$ cat config.mk
export PLATFORM = sky130hd
export DESIGN_NAME = olrb_cmd_fifo
export DESIGN_NICKNAME = d
export VERILOG_FILES = /design/src/hdl/olrb_pkg.sv /design/src/hdl/olrb_cmd_fifo.sv
export SDC_FILE = /design/constraint.sdc
export NUM_CORES = 1
export LEC_CHECK = 0
export BUFFER_PORTS_ARGS = -buffer_cell sky130_fd_sc_hd__buf_2
export CORE_MARGIN = 2
export CORE_UTILIZATION = 45
export DETAILED_ROUTE_END_ITERATION = 6
export GPL_TIMING_DRIVEN = 0
export HOLD_SLACK_MARGIN = 0.12
export PLACE_DENSITY_LB_ADDON = 0.2
export SYNTH_ARGS = -nofsm -noshare
export SYNTH_HDL_FRONTEND = slang
export SYNTH_SLANG_ARGS = --single-unit
$ cat constraint.sdc
create_clock -name aclk -period 14.05 [get_ports aclk]
set_input_delay 2.1075 -clock aclk [delete_from_list [all_inputs] [get_ports aclk]]
set_output_delay 2.1075 -clock aclk [all_outputs]
set_load 0.02 [all_outputs]
$ cat src/hdl/olrb_pkg.sv
// ----------------------------------------------------------------------------
// olrb_pkg
// Shared types and constants for the overwriting trace ring buffer.
// ----------------------------------------------------------------------------
package olrb_pkg;

    localparam int DEPTH_DEFAULT = 64;

    localparam logic [1:0] OP_APPEND = 2'd0;
    localparam logic [1:0] OP_DUMP   = 2'd1;
    localparam logic [1:0] OP_CLEAR  = 2'd2;

    // level stored when the caller gives none
    localparam logic [7:0] LEVEL_NONE = 8'h4E;

    typedef struct packed {
        logic [1:0]  opcode;
        logic [31:0] time_stamp;
        logic [7:0]  level_char;
        logic [63:0] tag_word;
        logic [63:0] message_word;
        logic [7:0]  max_lines;
    } cmd_t;

    typedef struct packed {
        logic [31:0] time_stamp;
        logic [7:0]  level_char;
        logic [63:0] tag_word;
        logic [63:0] message_word;
    } entry_t;

endpackage

$ cat src/hdl/olrb_cmd_fifo.sv
// ----------------------------------------------------------------------------
// olrb_cmd_fifo
// Two-entry command queue between the front and the back.
// ----------------------------------------------------------------------------
module olrb_cmd_fifo (
    input  logic           aclk,
    input  logic           aresetn,
    input  logic           push_valid,
    output logic           push_ready,
    input  olrb_pkg::cmd_t push_cmd,
    output logic           pop_valid,
    input  logic           pop_ready,
    output olrb_pkg::cmd_t pop_cmd
);

    olrb_pkg::cmd_t slot_reg [2];
    logic           wr_ptr_reg, wr_ptr_next;
    logic           rd_ptr_reg, rd_ptr_next;
    logic [1:0]     count_reg, count_next;
    logic           do_push, do_pop;

    assign push_ready = (count_reg != 2'd2);
    assign pop_valid  = (count_reg != 2'd0);
    assign pop_cmd    = slot_reg[rd_ptr_reg];
    assign do_push    = push_valid & push_ready;
    assign do_pop     = pop_valid & pop_ready;

    always_comb begin
        wr_ptr_next = do_push ? ~wr_ptr_reg : wr_ptr_reg;
        rd_ptr_next = do_pop  ? ~rd_ptr_reg : rd_ptr_reg;
        count_next  = count_reg;
        if (do_push && !do_pop) begin
            count_next = count_reg + 2'd1;
        end else if (do_pop && !do_push) begin
            count_next = count_reg - 2'd1;
        end
    end

    always_ff @(posedge aclk) begin
        if (!aresetn) begin
            wr_ptr_reg <= 1'b0;
            rd_ptr_reg <= 1'b0;
            count_reg  <= 2'd0;
        end else begin
            wr_ptr_reg <= wr_ptr_next;
            rd_ptr_reg <= rd_ptr_next;
            count_reg  <= count_next;
        end
    end

    always_ff @(posedge aclk) begin
        if (do_push) begin
            slot_reg[wr_ptr_reg] <= push_cmd;
        end
    end

endmodule

==> flow_metrics.tcl <==
set metrics [dict create \
    maxCapViolCount 0 \
    post-place-ws_ns 10.15 \
    antenna_found_initial 8 \
    period_share 0.2863 \
    nNetsFinal 1166 \
    cp_data_arrival_time_ns 1.91 \
    critPathCaptureType "primary output" \
    dp_hpwl_um 17360 \
    syn_inst 578 \
    power_density_nw_per_um2 188.8 \
    placementRows 63 \
    area.growth.synth_to_final_pct 26.31 \
    cts_tree "built" \
    drive_above_1_share 0.6068 \
    cp_max_fo 10 \
    crit_type "reg -> out" \
    cts_sinks 361 \
    synth_area_leaders "edfxtp_1 79%, mux2_4 11%, mux2_2 6.5%" \
    fmax_ghz 0.2486 \
    whs_ns 0.5504 \
    setup_viol_count_final 0 \
    status "finished, final reports clean" \
    drt_first_pass_iters 4 \
    hold_path_class "reg -> reg" \
    synth_top_area_share 0.7915 \
    power_w 0.003222 \
    hold_depth 2 \
    yosysTopAreaCell "edfxtp_1" \
    io_buffers 361 \
    grt_pass1_wl_um 37540 \
    fin_ws_ns 10.03 \
    grt_max_degree 91 \
    clk_latency_ns 0.52 \
    dpl_cell_area_um2 15900 \
    die_h_um 177.3 \
    yosysSeqAreaShare 0.7989 \
    synth_edf_count 356 \
    vias 6697 \
    tns_ns 0 \
    coreArea_um2 29560 \
    initial_core_util 0.4569 \
    synthTopCellsByCount "356 x edfxtp_1, 100 x mux2_4, 78 x mux2_2" \
    synth_area_per_cell_um2 23.37 \
    postCtsSetupRepairBufs 0 \
    leakage_nw 6.551 \
    die_w_um 177.3 \
    tightest_slew_ns 0.8648 \
    grt_pass1_vias 6860 \
    fin_area_um2 17060 \
    finalWeightedCongestion 0.6931 \
    slew_headroom 0.4234 \
    drc 0 \
    ys_async_sr_fraction 0 \
    peakVddDrop_mv 0.1420 \
    drt_iter0_drc 310 \
    final-max-slew-violation-count 0 \
    ff2ff_path_depth 4 \
    cts_root_buf "clkbuf_16" \
    ys_ff_latch 361 \
    cts_resized 0 \
    grt_usage 0.1581 \
    htreeDepth 2 \
    cts_max_path_buffers 3 \
    cts_buffers 39 \
    ys_types 21 \
    hold_viol 0 \
    critPathRequiredTime_ns 11.94 \
    io_pins 362 \
    synth_warnings 0 \
    largest_reg_flops 356 \
    via_per_inst 4.777 \
    gr-total-overflow 0 \
    netlist_area_um2 13510 \
    wl_per_cell_um 18.41 \
    min_period_ns 4.022 \
    die_area_um2 31420 \
    skew_ns 0.01292 \
    ctsHoldBuffers 0 \
    rsz0062_at_grt "no" \
    fillers 2257 \
    cp-start-kind "flop" \
    synth_most_common_cell "edfxtp_1" \
    path_clk_slew_ns 0.05 \
    detail-route-antenna-nets 0 \
    totalWireLength_um 25810 \
    synthFlopType "edfxtp_1" \
    synthesis.nets 761 \
]
critical path: stages (launching register included):
cell and delay, ns:
dfxtp_1 0.32, buf_6 0.13, buf_6 0.23, buf_6 0.23, mux2_4 0.32, buf_2 0.17
power breakdown:
| part | leakage [nW] | switching, W | internal [W] | total, W |
|---|---|---|---|---|
| combinational | 2.63 | 0.000526 | 0.000398 | 0.000924 |
| sequential | 3.37 | 0.0000299 | 0.00135 | 0.00138 |
| clock | 0.553 | 0.000376 | 0.000546 | 0.000922 |
| total | 6.55 | 0.000932 | 0.00229 | 0.00322 |
per-layer routing:
layer  vias to the layer above  part of all wire  global-route usage
li1                       3128                 -                   -
met1                      3242              0.38              0.1850
met2                       265              0.48              0.2591
met3                        56              0.11             0.07023
met4                         6             0.027             0.05601
met5                         -            0.0016                   0
path summary, 6_finish.rpt:
| check | startpoint | to | slack (ns) |
|---|---|---|---|
| worst min register to register | count_reg[1] | count_reg[1] | 0.55 |
| worst max-delay path | flop | pop_cmd[105] | 10.03 |
| worst max register to register | count_reg[0] | slot_reg[0][128] | 11.77 |
| worst min-delay path | count_reg[1] | count_reg[1] | 0.55 |
through the flow:
step                      instances  utilization
after floorplan                 578            -
after global placement         1329       0.5346
after detailed placement       1332       0.5378
after CTS                      1397       0.5767
after global routing           1398       0.5768
final                          1402       0.5771
area by class of cell:
type / instances / area, µm² / area share
Multi-Input combinational cell: 196 / 2524 / 0.1479
Sequential cell: 361 / 10790 / 0.6325
Antenna cell: 5 / 12.51 / 0.0007334
Clock buffer: 51 / 1064 / 0.06234
Clock inverter: 14 / 87.58 / 0.005134
Tap cell: 390 / 488.0 / 0.02860
Buffer: 20 / 193.9 / 0.01137
Timing Repair Buffer: 364 / 1889 / 0.1107
Inverter: 1 / 11.26 / 0.0006601
placed cells by master, fill, tap and decap left out:
cell	Yosys	final
clkinv_4	0	1
a21boi_1	1	1
and2_1	4	4
edfxtp_1	356	356
nand2b_4	1	1
or3_1	1	1
bufinv_16	0	1
xnor2_1	2	2
o21ai_1	1	1
dfxtp_1	5	5
buf_16	0	3
ha_1	1	1
xor2_1	1	1
inv_8	0	1
nand3b_1	1	1
a21bo_2	1	1
diode_2	0	5
clkbuf_1	0	10
buf_2	5	366
a21boi_0	1	1
buf_6	15	15
or2_2	1	1
clkinv_1	0	11
clkbuf_16	0	41
and3_4	0	1
o21ai_0	1	1
clkinvlp_4	0	1
mux2_4	100	100
mux2_2	78	78
kinds of logic (layout without fill, tap and decap cells):
family          count (synthesis)  in the layout  share of synthesized area
simple gates                    9              9                   0.004818
compound gates                  5              5                   0.002594
xor+xnor                        3              3                   0.001946
mux                           178            178                     0.1762
other cells                     0              5                          0
buf+inv                        21            450                    0.01464
fa+ha+maj                       1              1                  0.0009262
flops                         361            361                     0.7989
No activity file was read; power rests on OpenSTA's default activity.
