### src/hdl/olrb_pkg.sv
// ----------------------------------------------------------------------------
// olrb_pkg
// Shared types and constants for the overwriting trace ring buffer.
// ----------------------------------------------------------------------------
package olrb_pkg;

    localparam int DEPTH_DEFAULT = 64;

    localparam logic [1:0] OP_APPEND = 2'd0;
    localparam logic [1:0] OP_DUMP   = 2'd1;
    localparam logic [1:0] OP_CLEAR  = 2'd2;

    // level stored when the caller gives none
    localparam logic [7:0] LEVEL_NONE = 8'h4E;

    typedef struct packed {
        logic [1:0]  opcode;
        logic [31:0] time_stamp;
        logic [7:0]  level_char;
        logic [63:0] tag_word;
        logic [63:0] message_word;
        logic [7:0]  max_lines;
    } cmd_t;

    typedef struct packed {
        logic [31:0] time_stamp;
        logic [7:0]  level_char;
        logic [63:0] tag_word;
        logic [63:0] message_word;
    } entry_t;

endpackage

### src/hdl/olrb_front.sv
// ----------------------------------------------------------------------------
// olrb_front
// Input side: accepts beats, drops unknown opcodes and normalises the level.
// ----------------------------------------------------------------------------
module olrb_front (
    input  logic               s_valid,
    output logic               s_ready,
    input  logic [1:0]         s_opcode,
    input  logic [31:0]        s_time_stamp,
    input  logic [7:0]         s_level_char,
    input  logic [63:0]        s_tag_word,
    input  logic [63:0]        s_message_word,
    input  logic [7:0]         s_max_lines,
    output logic               push_valid,
    input  logic               push_ready,
    output olrb_pkg::cmd_t     push_cmd
);

    logic known_op;

    always_comb begin
        case (s_opcode)
            olrb_pkg::OP_APPEND,
            olrb_pkg::OP_DUMP,
            olrb_pkg::OP_CLEAR: known_op = 1'b1;
            default:            known_op = 1'b0;
        endcase
    end

    assign s_ready    = push_ready;
    // drop unknown opcodes at the door; they still take a beat
    assign push_valid = s_valid & known_op;

    always_comb begin
        push_cmd.opcode       = s_opcode;
        push_cmd.time_stamp   = s_time_stamp;
        push_cmd.level_char   = (s_level_char == 8'd0) ? olrb_pkg::LEVEL_NONE : s_level_char;
        push_cmd.tag_word     = s_tag_word;
        push_cmd.message_word = s_message_word;
        push_cmd.max_lines    = s_max_lines;
    end

endmodule

### config.mk
export PLATFORM = sky130hd
export DESIGN_NAME = olrb_front
export DESIGN_NICKNAME = d
export VERILOG_FILES = /design/src/hdl/olrb_pkg.sv /design/src/hdl/olrb_front.sv
export SDC_FILE = /design/constraint.sdc
export NUM_CORES = 1
export LEC_CHECK = 0
export ABC_AREA = 1
export BUFFER_PORTS_ARGS = -buffer_cell sky130_fd_sc_hd__buf_2
export CELL_PAD_IN_SITES_DETAIL_PLACEMENT = 0
export CELL_PAD_IN_SITES_GLOBAL_PLACEMENT = 1
export CORE_AREA = 3 3 140 142
export DETAILED_ROUTE_END_ITERATION = 10
export DIE_AREA = 0 0 143 145
export PLACE_DENSITY = 0.59
export REMOVE_ABC_BUFFERS = 1
export SLEW_MARGIN = 20
export SYNTH_ARGS = -nofsm -noshare
export SYNTH_HDL_FRONTEND = slang
export SYNTH_SLANG_ARGS = --single-unit
### constraint.sdc
create_clock -name vclk -period 0.8
set_input_delay 0.04 -clock vclk [all_inputs]
set_output_delay 0.04 -clock vclk [all_outputs]
set_load 0.01 [all_outputs]
==> metrics.md, run 1 <==
| Metric | Value |
|---|---|
| First-pass detailed-route iteration total | `3` |
| DRT antenna net count | `0` |
| Initial antenna violation count | `0` |
| Area growth, synth to finish | `-61.8%` |
| Post-synth top cells | `buf_4, clkbuf_1, inv_1, nor2_1, o21ai_1` |
| Hold WC Path Type | `primary input to output pin` |
| CTS Hold Buffers Added | `0` |
| Average cell area after synthesis | `approximately 7 sq um` |
| Post-Syn Area | `approximately 1400 sq um` |
| # diodes | `0` |
| Peak supply drop | `0.0823 mV` |
| Vias in the first global route | `483` |
| Detailed placement HPWL | `27700 um` |
| Most frequent cell after synthesis | `buf_4` |
| Worst-Margin Slew | `between 150 and 200 ps` |
| Vias | `656` |
| Hold Crit Start | `s_message_word[0]` |
| CP max stage cell | `o21ai_4` |
| Share of cells above drive strength 1 | `between 70% and 80%` |
| Post-DP Area | `483 sq um` |
| Arrival time worst endpoint | `700 ps` |
| Final WL | `28100 um` |
| DIE AREA | `between 20000 and 25000 sq um` |
| Layout Nets | `221` |
| I/O pin count | `360` |
| Warnings, synthesis | `0` |
| Cell Chain, Critical Path | `buf_2 > nor2_2 > nand2_4 > o21ai_4 > buf_6` |
| Slew Limit Headroom | `87.3%` |
| Cell Rows | `50` |
| Syn Inst Count | `190` |
| IO buf count | `22` |
| Die height | `approximately 150 um` |
| Wire per inst | `103 um` |
| RSZ-0062 raised after global routing | `false` |
| Core ar. | `roughly 19000 sq um` |
| Crit path max-delay family | `simple AND/OR/NAND/NOR gates` |
| Leakage power | `around 0.00015 uW` |
| Seq cells | `0` |
| Starting density of the core | `under 10%` |
| Filler cell count | `about 2200` |
| Worst Path Required | `760 ps` |
| # clk buffers | `0` |
| CP Max Fanout | `4` |
| Setup-failing EPs final | `0` |
| Routability cong. | `between 0.9 and 1` |
| Number of library cell types mapped by synthesis | `7` |
| Largest net degree at the start of global routing | `5` |
| Final setup margin | `61.3 ps` |
| Final worst-path cycle share | `92.3%` |
| Min Clock Period, post-route | `739 ps` |
| CP max stage delay | `170 ps` |
| Pins Over Slew Limit | `0` |
| Fin. Hold Viols | `0` |
| F_max | `1350 MHz` |
| Register area | `0 sq um` |
| Synth top area cells | `buf_4, o21ai_1, clkbuf_1` |
| Total power | `around 130 uW` |
| CP Launch Point | `s_level_char[7]` |
| Worst path bufs/invs | `2` |
| Share of the synthesized area in the top cell type | `a little over nine tenths` |
| Outcome | `complete, no violations` |
| Power per cell area | `~250 nW/um^2` |
| Pre-CTS setup slack | `-194 ps` |
| Chip width | `143 um` |
| Type of the worst setup path | `primary input to output pin` |
| Setup crit end kind | `output pin` |
| Grt ovf | `0` |
| Global Route Usage Sum | `25.7%` |
| Vias per std cell | `2.40` |
| Cell area after layout | `520 sq um` |
| Critical Path Start Type | `primary input` |
| Seq/Total Area, Yosys | `0%` |
| DRT iter0 DRCs | `43` |
| First-pass GRT wire length | `29500 um` |
| Synth area leader | `buf_4` |
| Max-Cap Viols | `0` |
| Footprint of the multi-input gates | `81.3 sq um` |
| DRC | `0` |
[power by group]
group / total [uW] / leakage, uW / internal (uW) / switching [uW]
registers: 0 / 0 / 0 / 0
logic: 132 / 0.000148 / 61.0 / 71.0
clock network: 0 / 0 / 0 / 0
[final timing paths]
check | to | slack [ps] | depth (start not counted)
max | push_cmd[142] | 60 | 5
min | push_cmd[8] | 80 | 0
[cell families (layout without fill, tap and decap cells)]
kind of cell           count (synthesis)  in the layout  synth area share [%]
AO/OA/AOI/OAI                          5              5                  2.02
buffers and inverters                179             28                  96.3
AND/OR/NAND/NOR                        6              6                  1.65
[placed cells by master, fill, tap and decap left out]
cell type | netlist | layout
a21boi_0 | 1 | 1
buf_2 | 0 | 21
buf_4 | 171 | 2
buf_6 | 0 | 1
inv_1 | 4 | 4
nand2_2 | 0 | 1
nand2_4 | 0 | 1
nor2_2 | 0 | 4
o21ai_1 | 4 | 3
o21ai_4 | 0 | 1
[per-layer routing]
metal / global-route usage, % / part of all wire (%)
met1: 1.40 / 2.3
met2: 57.8 / 64
met3: 34.5 / 28
met4: 11.1 / 5.5
met5: 0 / 0
[area by class of cell]
type	count	share of cell area [%]
inverters	4	2.88
multi-input cells	11	15.6
well taps	234	56.3
repair buffers	24	25.2
[metrics by stage]
step	hold WS [ps]	cells	TNS (ps)	util [%]
after CTS	80.4	273	0	2.76
after detailed placement	80.4	273	-194	2.60
after floorplan	80.0	15	0	-
after global placement	80.4	273	-232	2.60
after global routing	80.1	273	0	2.80
final	80.1	273	0	2.80
[repair_timing]
action                     CTS  global route
pin swaps                    2             2
setup endpoints to repair    1             1
gates resized for setup      8             3
buffers inserted             0             0
Power figures use the tool's default switching activity.
==> run 2, diff against run 1 <==
==> constraint.sdc (replaced) <==
create_clock -name vclk -period 0.8
set_input_delay 0.16 -clock vclk [all_inputs]
set_output_delay 0.16 -clock vclk [all_outputs]
set_load 0.01 [all_outputs]
==> metrics.md, run 2 (synthesis gave the netlist of run 1 again) <==
| Metric | Value |
|---|---|
| RSZ-0062 raised after global routing | `true` |
| CP max stage cell | `o21ai_4` |
| Worst-Margin Slew | `162 ps (-27.8 ps)` |
| Leakage power | `0.000186 uW (+26%)` |
| Setup-failing EPs final | `4 (+4)` |
| Commonest non-fill, non-tap cell in the layout | `buf_2` |
| Clock Power Share | `0% (unchanged)` |
| Layout Nets | `223 (+0.90%)` |
| Vias in the first global route | `529 (+9.5%)` |
| Share of cells above drive strength 1 | `80.5% (+1.0 points)` |
| Slew Limit Headroom | `89.2% (+1.8 points)` |
| Worst Path Required | `640 ps (-120 ps)` |
| Share of power burned in registers | `0% (unchanged)` |
| DRC | `0 (unchanged)` |
| Peak supply drop | `0.0936 mV (+14%)` |
| Placed cell count | `275 (+0.73%)` |
| Detailed placement HPWL | `27700 um (about the same)` |
| Largest net degree at the start of global routing | `5 (unchanged)` |
| Pre-CTS setup slack | `-441 ps (-247 ps)` |
| Total power | `178 uW (+35%)` |
| Register area | `0 sq um (unchanged)` |
| Final worst-path cycle share | `118% (+26 points)` |
| Grt ovf | `0 (unchanged)` |
| Setup crit end kind | `output pin` |
| Wire per inst | `102 um (-0.62%)` |
| Starting density of the core | `7.34% (unchanged)` |
| Power per cell area | `293 nW/um^2 (+16%)` |
| CP max stage delay | `180 ps (about the same)` |
| Pins Over Slew Limit | `0 (unchanged)` |
| First-pass GRT wire length | `29700 um (+0.75%)` |
| Chip width | `143 um (unchanged)` |
| Post-CTS setup buffers | `0 (unchanged)` |
| Routability cong. | `0.919 (unchanged)` |
| DIE AREA | `20700 sq um (unchanged)` |
| DRT iter0 DRCs | `20 (-53%)` |
| I/O pin count | `360 (unchanged)` |
| # clk buffers | `0 (unchanged)` |
| Fin. Hold Viols | `0 (unchanged)` |
| F_max | `1050 MHz (-22%)` |
| Hold Path Sink | `push_cmd[8]` |
| Initial antenna violation count | `0 (unchanged)` |
| Hold WC Path Type | `primary input to output pin` |
| Fin cells | `275 (+0.73%)` |
| Min Clock Period, post-route | `948 ps (+209 ps)` |
| Comb power frac | `100.0% (about the same)` |
| Net Sw Frac | `46.6% (-7.2 points)` |
| CP Max Fanout | `4 (unchanged)` |
| DRT antenna net count | `0 (unchanged)` |
| Die height | `145 um (unchanged)` |
| Type of the worst setup path | `primary input to output pin` |
| Outcome | `finished, violations left` |
| Switching power | `83.1 uW (+17%)` |
| Global Route Usage Sum | `25.8% (+0.074 points)` |
| # diodes | `0 (unchanged)` |
| Arrival time worst endpoint | `790 ps (+90 ps)` |
| Cell Rows | `50 (unchanged)` |
| Internal power | `95.4 uW (+56%)` |
| Cell Chain, Critical Path | `buf_8 > nor2_4 > nand2_4 > o21ai_4 > buf_6` |
| Final setup margin | `-148 ps (-209 ps)` |
| Vias per std cell | `2.26 (-5.9%)` |
| Commonest cells after routing, fill and taps aside | `buf_2, buf_6, nor2_4, inv_1, buf_4` |
| Area growth, synth to finish | `-55.4%` |
| Critical Path Start Type | `primary input` |
| IO buf count | `22 (unchanged)` |
| Failing checks | `setup timing` |
| Max-Cap Viols | `0 (unchanged)` |
| First-pass detailed-route iteration total | `4 (+1)` |
| Worst hold stages | `0 (unchanged)` |
| Hold Crit Start | `s_message_word[0]` |
| Core ar. | `18600 sq um (unchanged)` |
| Vias | `622 (-5.2%)` |
| Hold Worst Slack | `320 ps (+240 ps)` |
| Final WL | `28100 um (+0.11%)` |
| Seq cells | `0 (unchanged)` |
==> run 2: cell count changes in the layout (fill, tap and decap cells not counted) <==
cell	previous run	this run
nor2_4	0	4
nand2_2	1	0
buf_2	21	14
nand2_4	1	2
buf_6	1	7
buf_4	2	4
nor2_2	4	0
buf_8	0	1
==> run 2: metal layers <==
metal	track usage, %	vias up	part of all wire [%]
li1	-	99	-
met1	1.99	184	2.9
met2	58.7	303	64
met3	33.5	36	28
met4	9.98	0	5.3
met5	0	-	0
==> run 2: worst max path at each step <==
stage                                from  slack [ps]  cells after the start       endpoint
after floorplan           s_level_char[0]          90                      3  push_cmd[137]
after global placement    s_level_char[6]        -480                      5  push_cmd[142]
after detailed placement  s_level_char[4]        -440                      5  push_cmd[142]
after CTS                 s_level_char[6]        -170                      5  push_cmd[142]
after global routing      s_level_char[4]        -160                      5  push_cmd[142]
final                     s_level_char[4]        -150                      5  push_cmd[142]
==> run 2: power groups by stage <==
stage / Combinational, uW / Sequential, uW / Clock [uW]
3_3_place_gp: 124 / 0 / 0
6_report: 178 / 0 / 0
3_5_place_dp: 123 / 0 / 0
2_1_floorplan: 25.5 / 0 / 0
5_1_grt: 191 / 0 / 0
4_1_cts: 160 / 0 / 0
==> run 2: final cells by class <==
cell class         count  area (sq um)
fillers             2179         18000
well taps            234           293
repair buffers        26           194
multi-input cells     11           106
inverters              4          15.0
==> run 2: worst max-delay path: cells and delay by family <==
| kind | cells | cell delay, ps |
|---|---|---|
| AOI/OAI and AO/OA | 1 | 180 |
| and+or+nand+nor | 2 | 210 |
| buffers and inverters | 2 | 230 |
==> run 2: per-stage QoR <==
step / setup TNS, ps / area, sq um / util [%]
floorplan: 0 / 65.1 / -
global placement: -1160 / 498 / 2.68
detailed placement: -1120 / 498 / 2.68
CTS: -489 / 571 / 3.07
global route: -586 / 608 / 3.27
finish: -472 / 608 / 3.27
==> run 2: what timing repair did <==
action	in CTS	in global routing
pin swaps	6	6
setup endpoints to repair	4	4
hold buffers	0	0
hold endpoints to repair	0	0
gates resized for setup	18	8
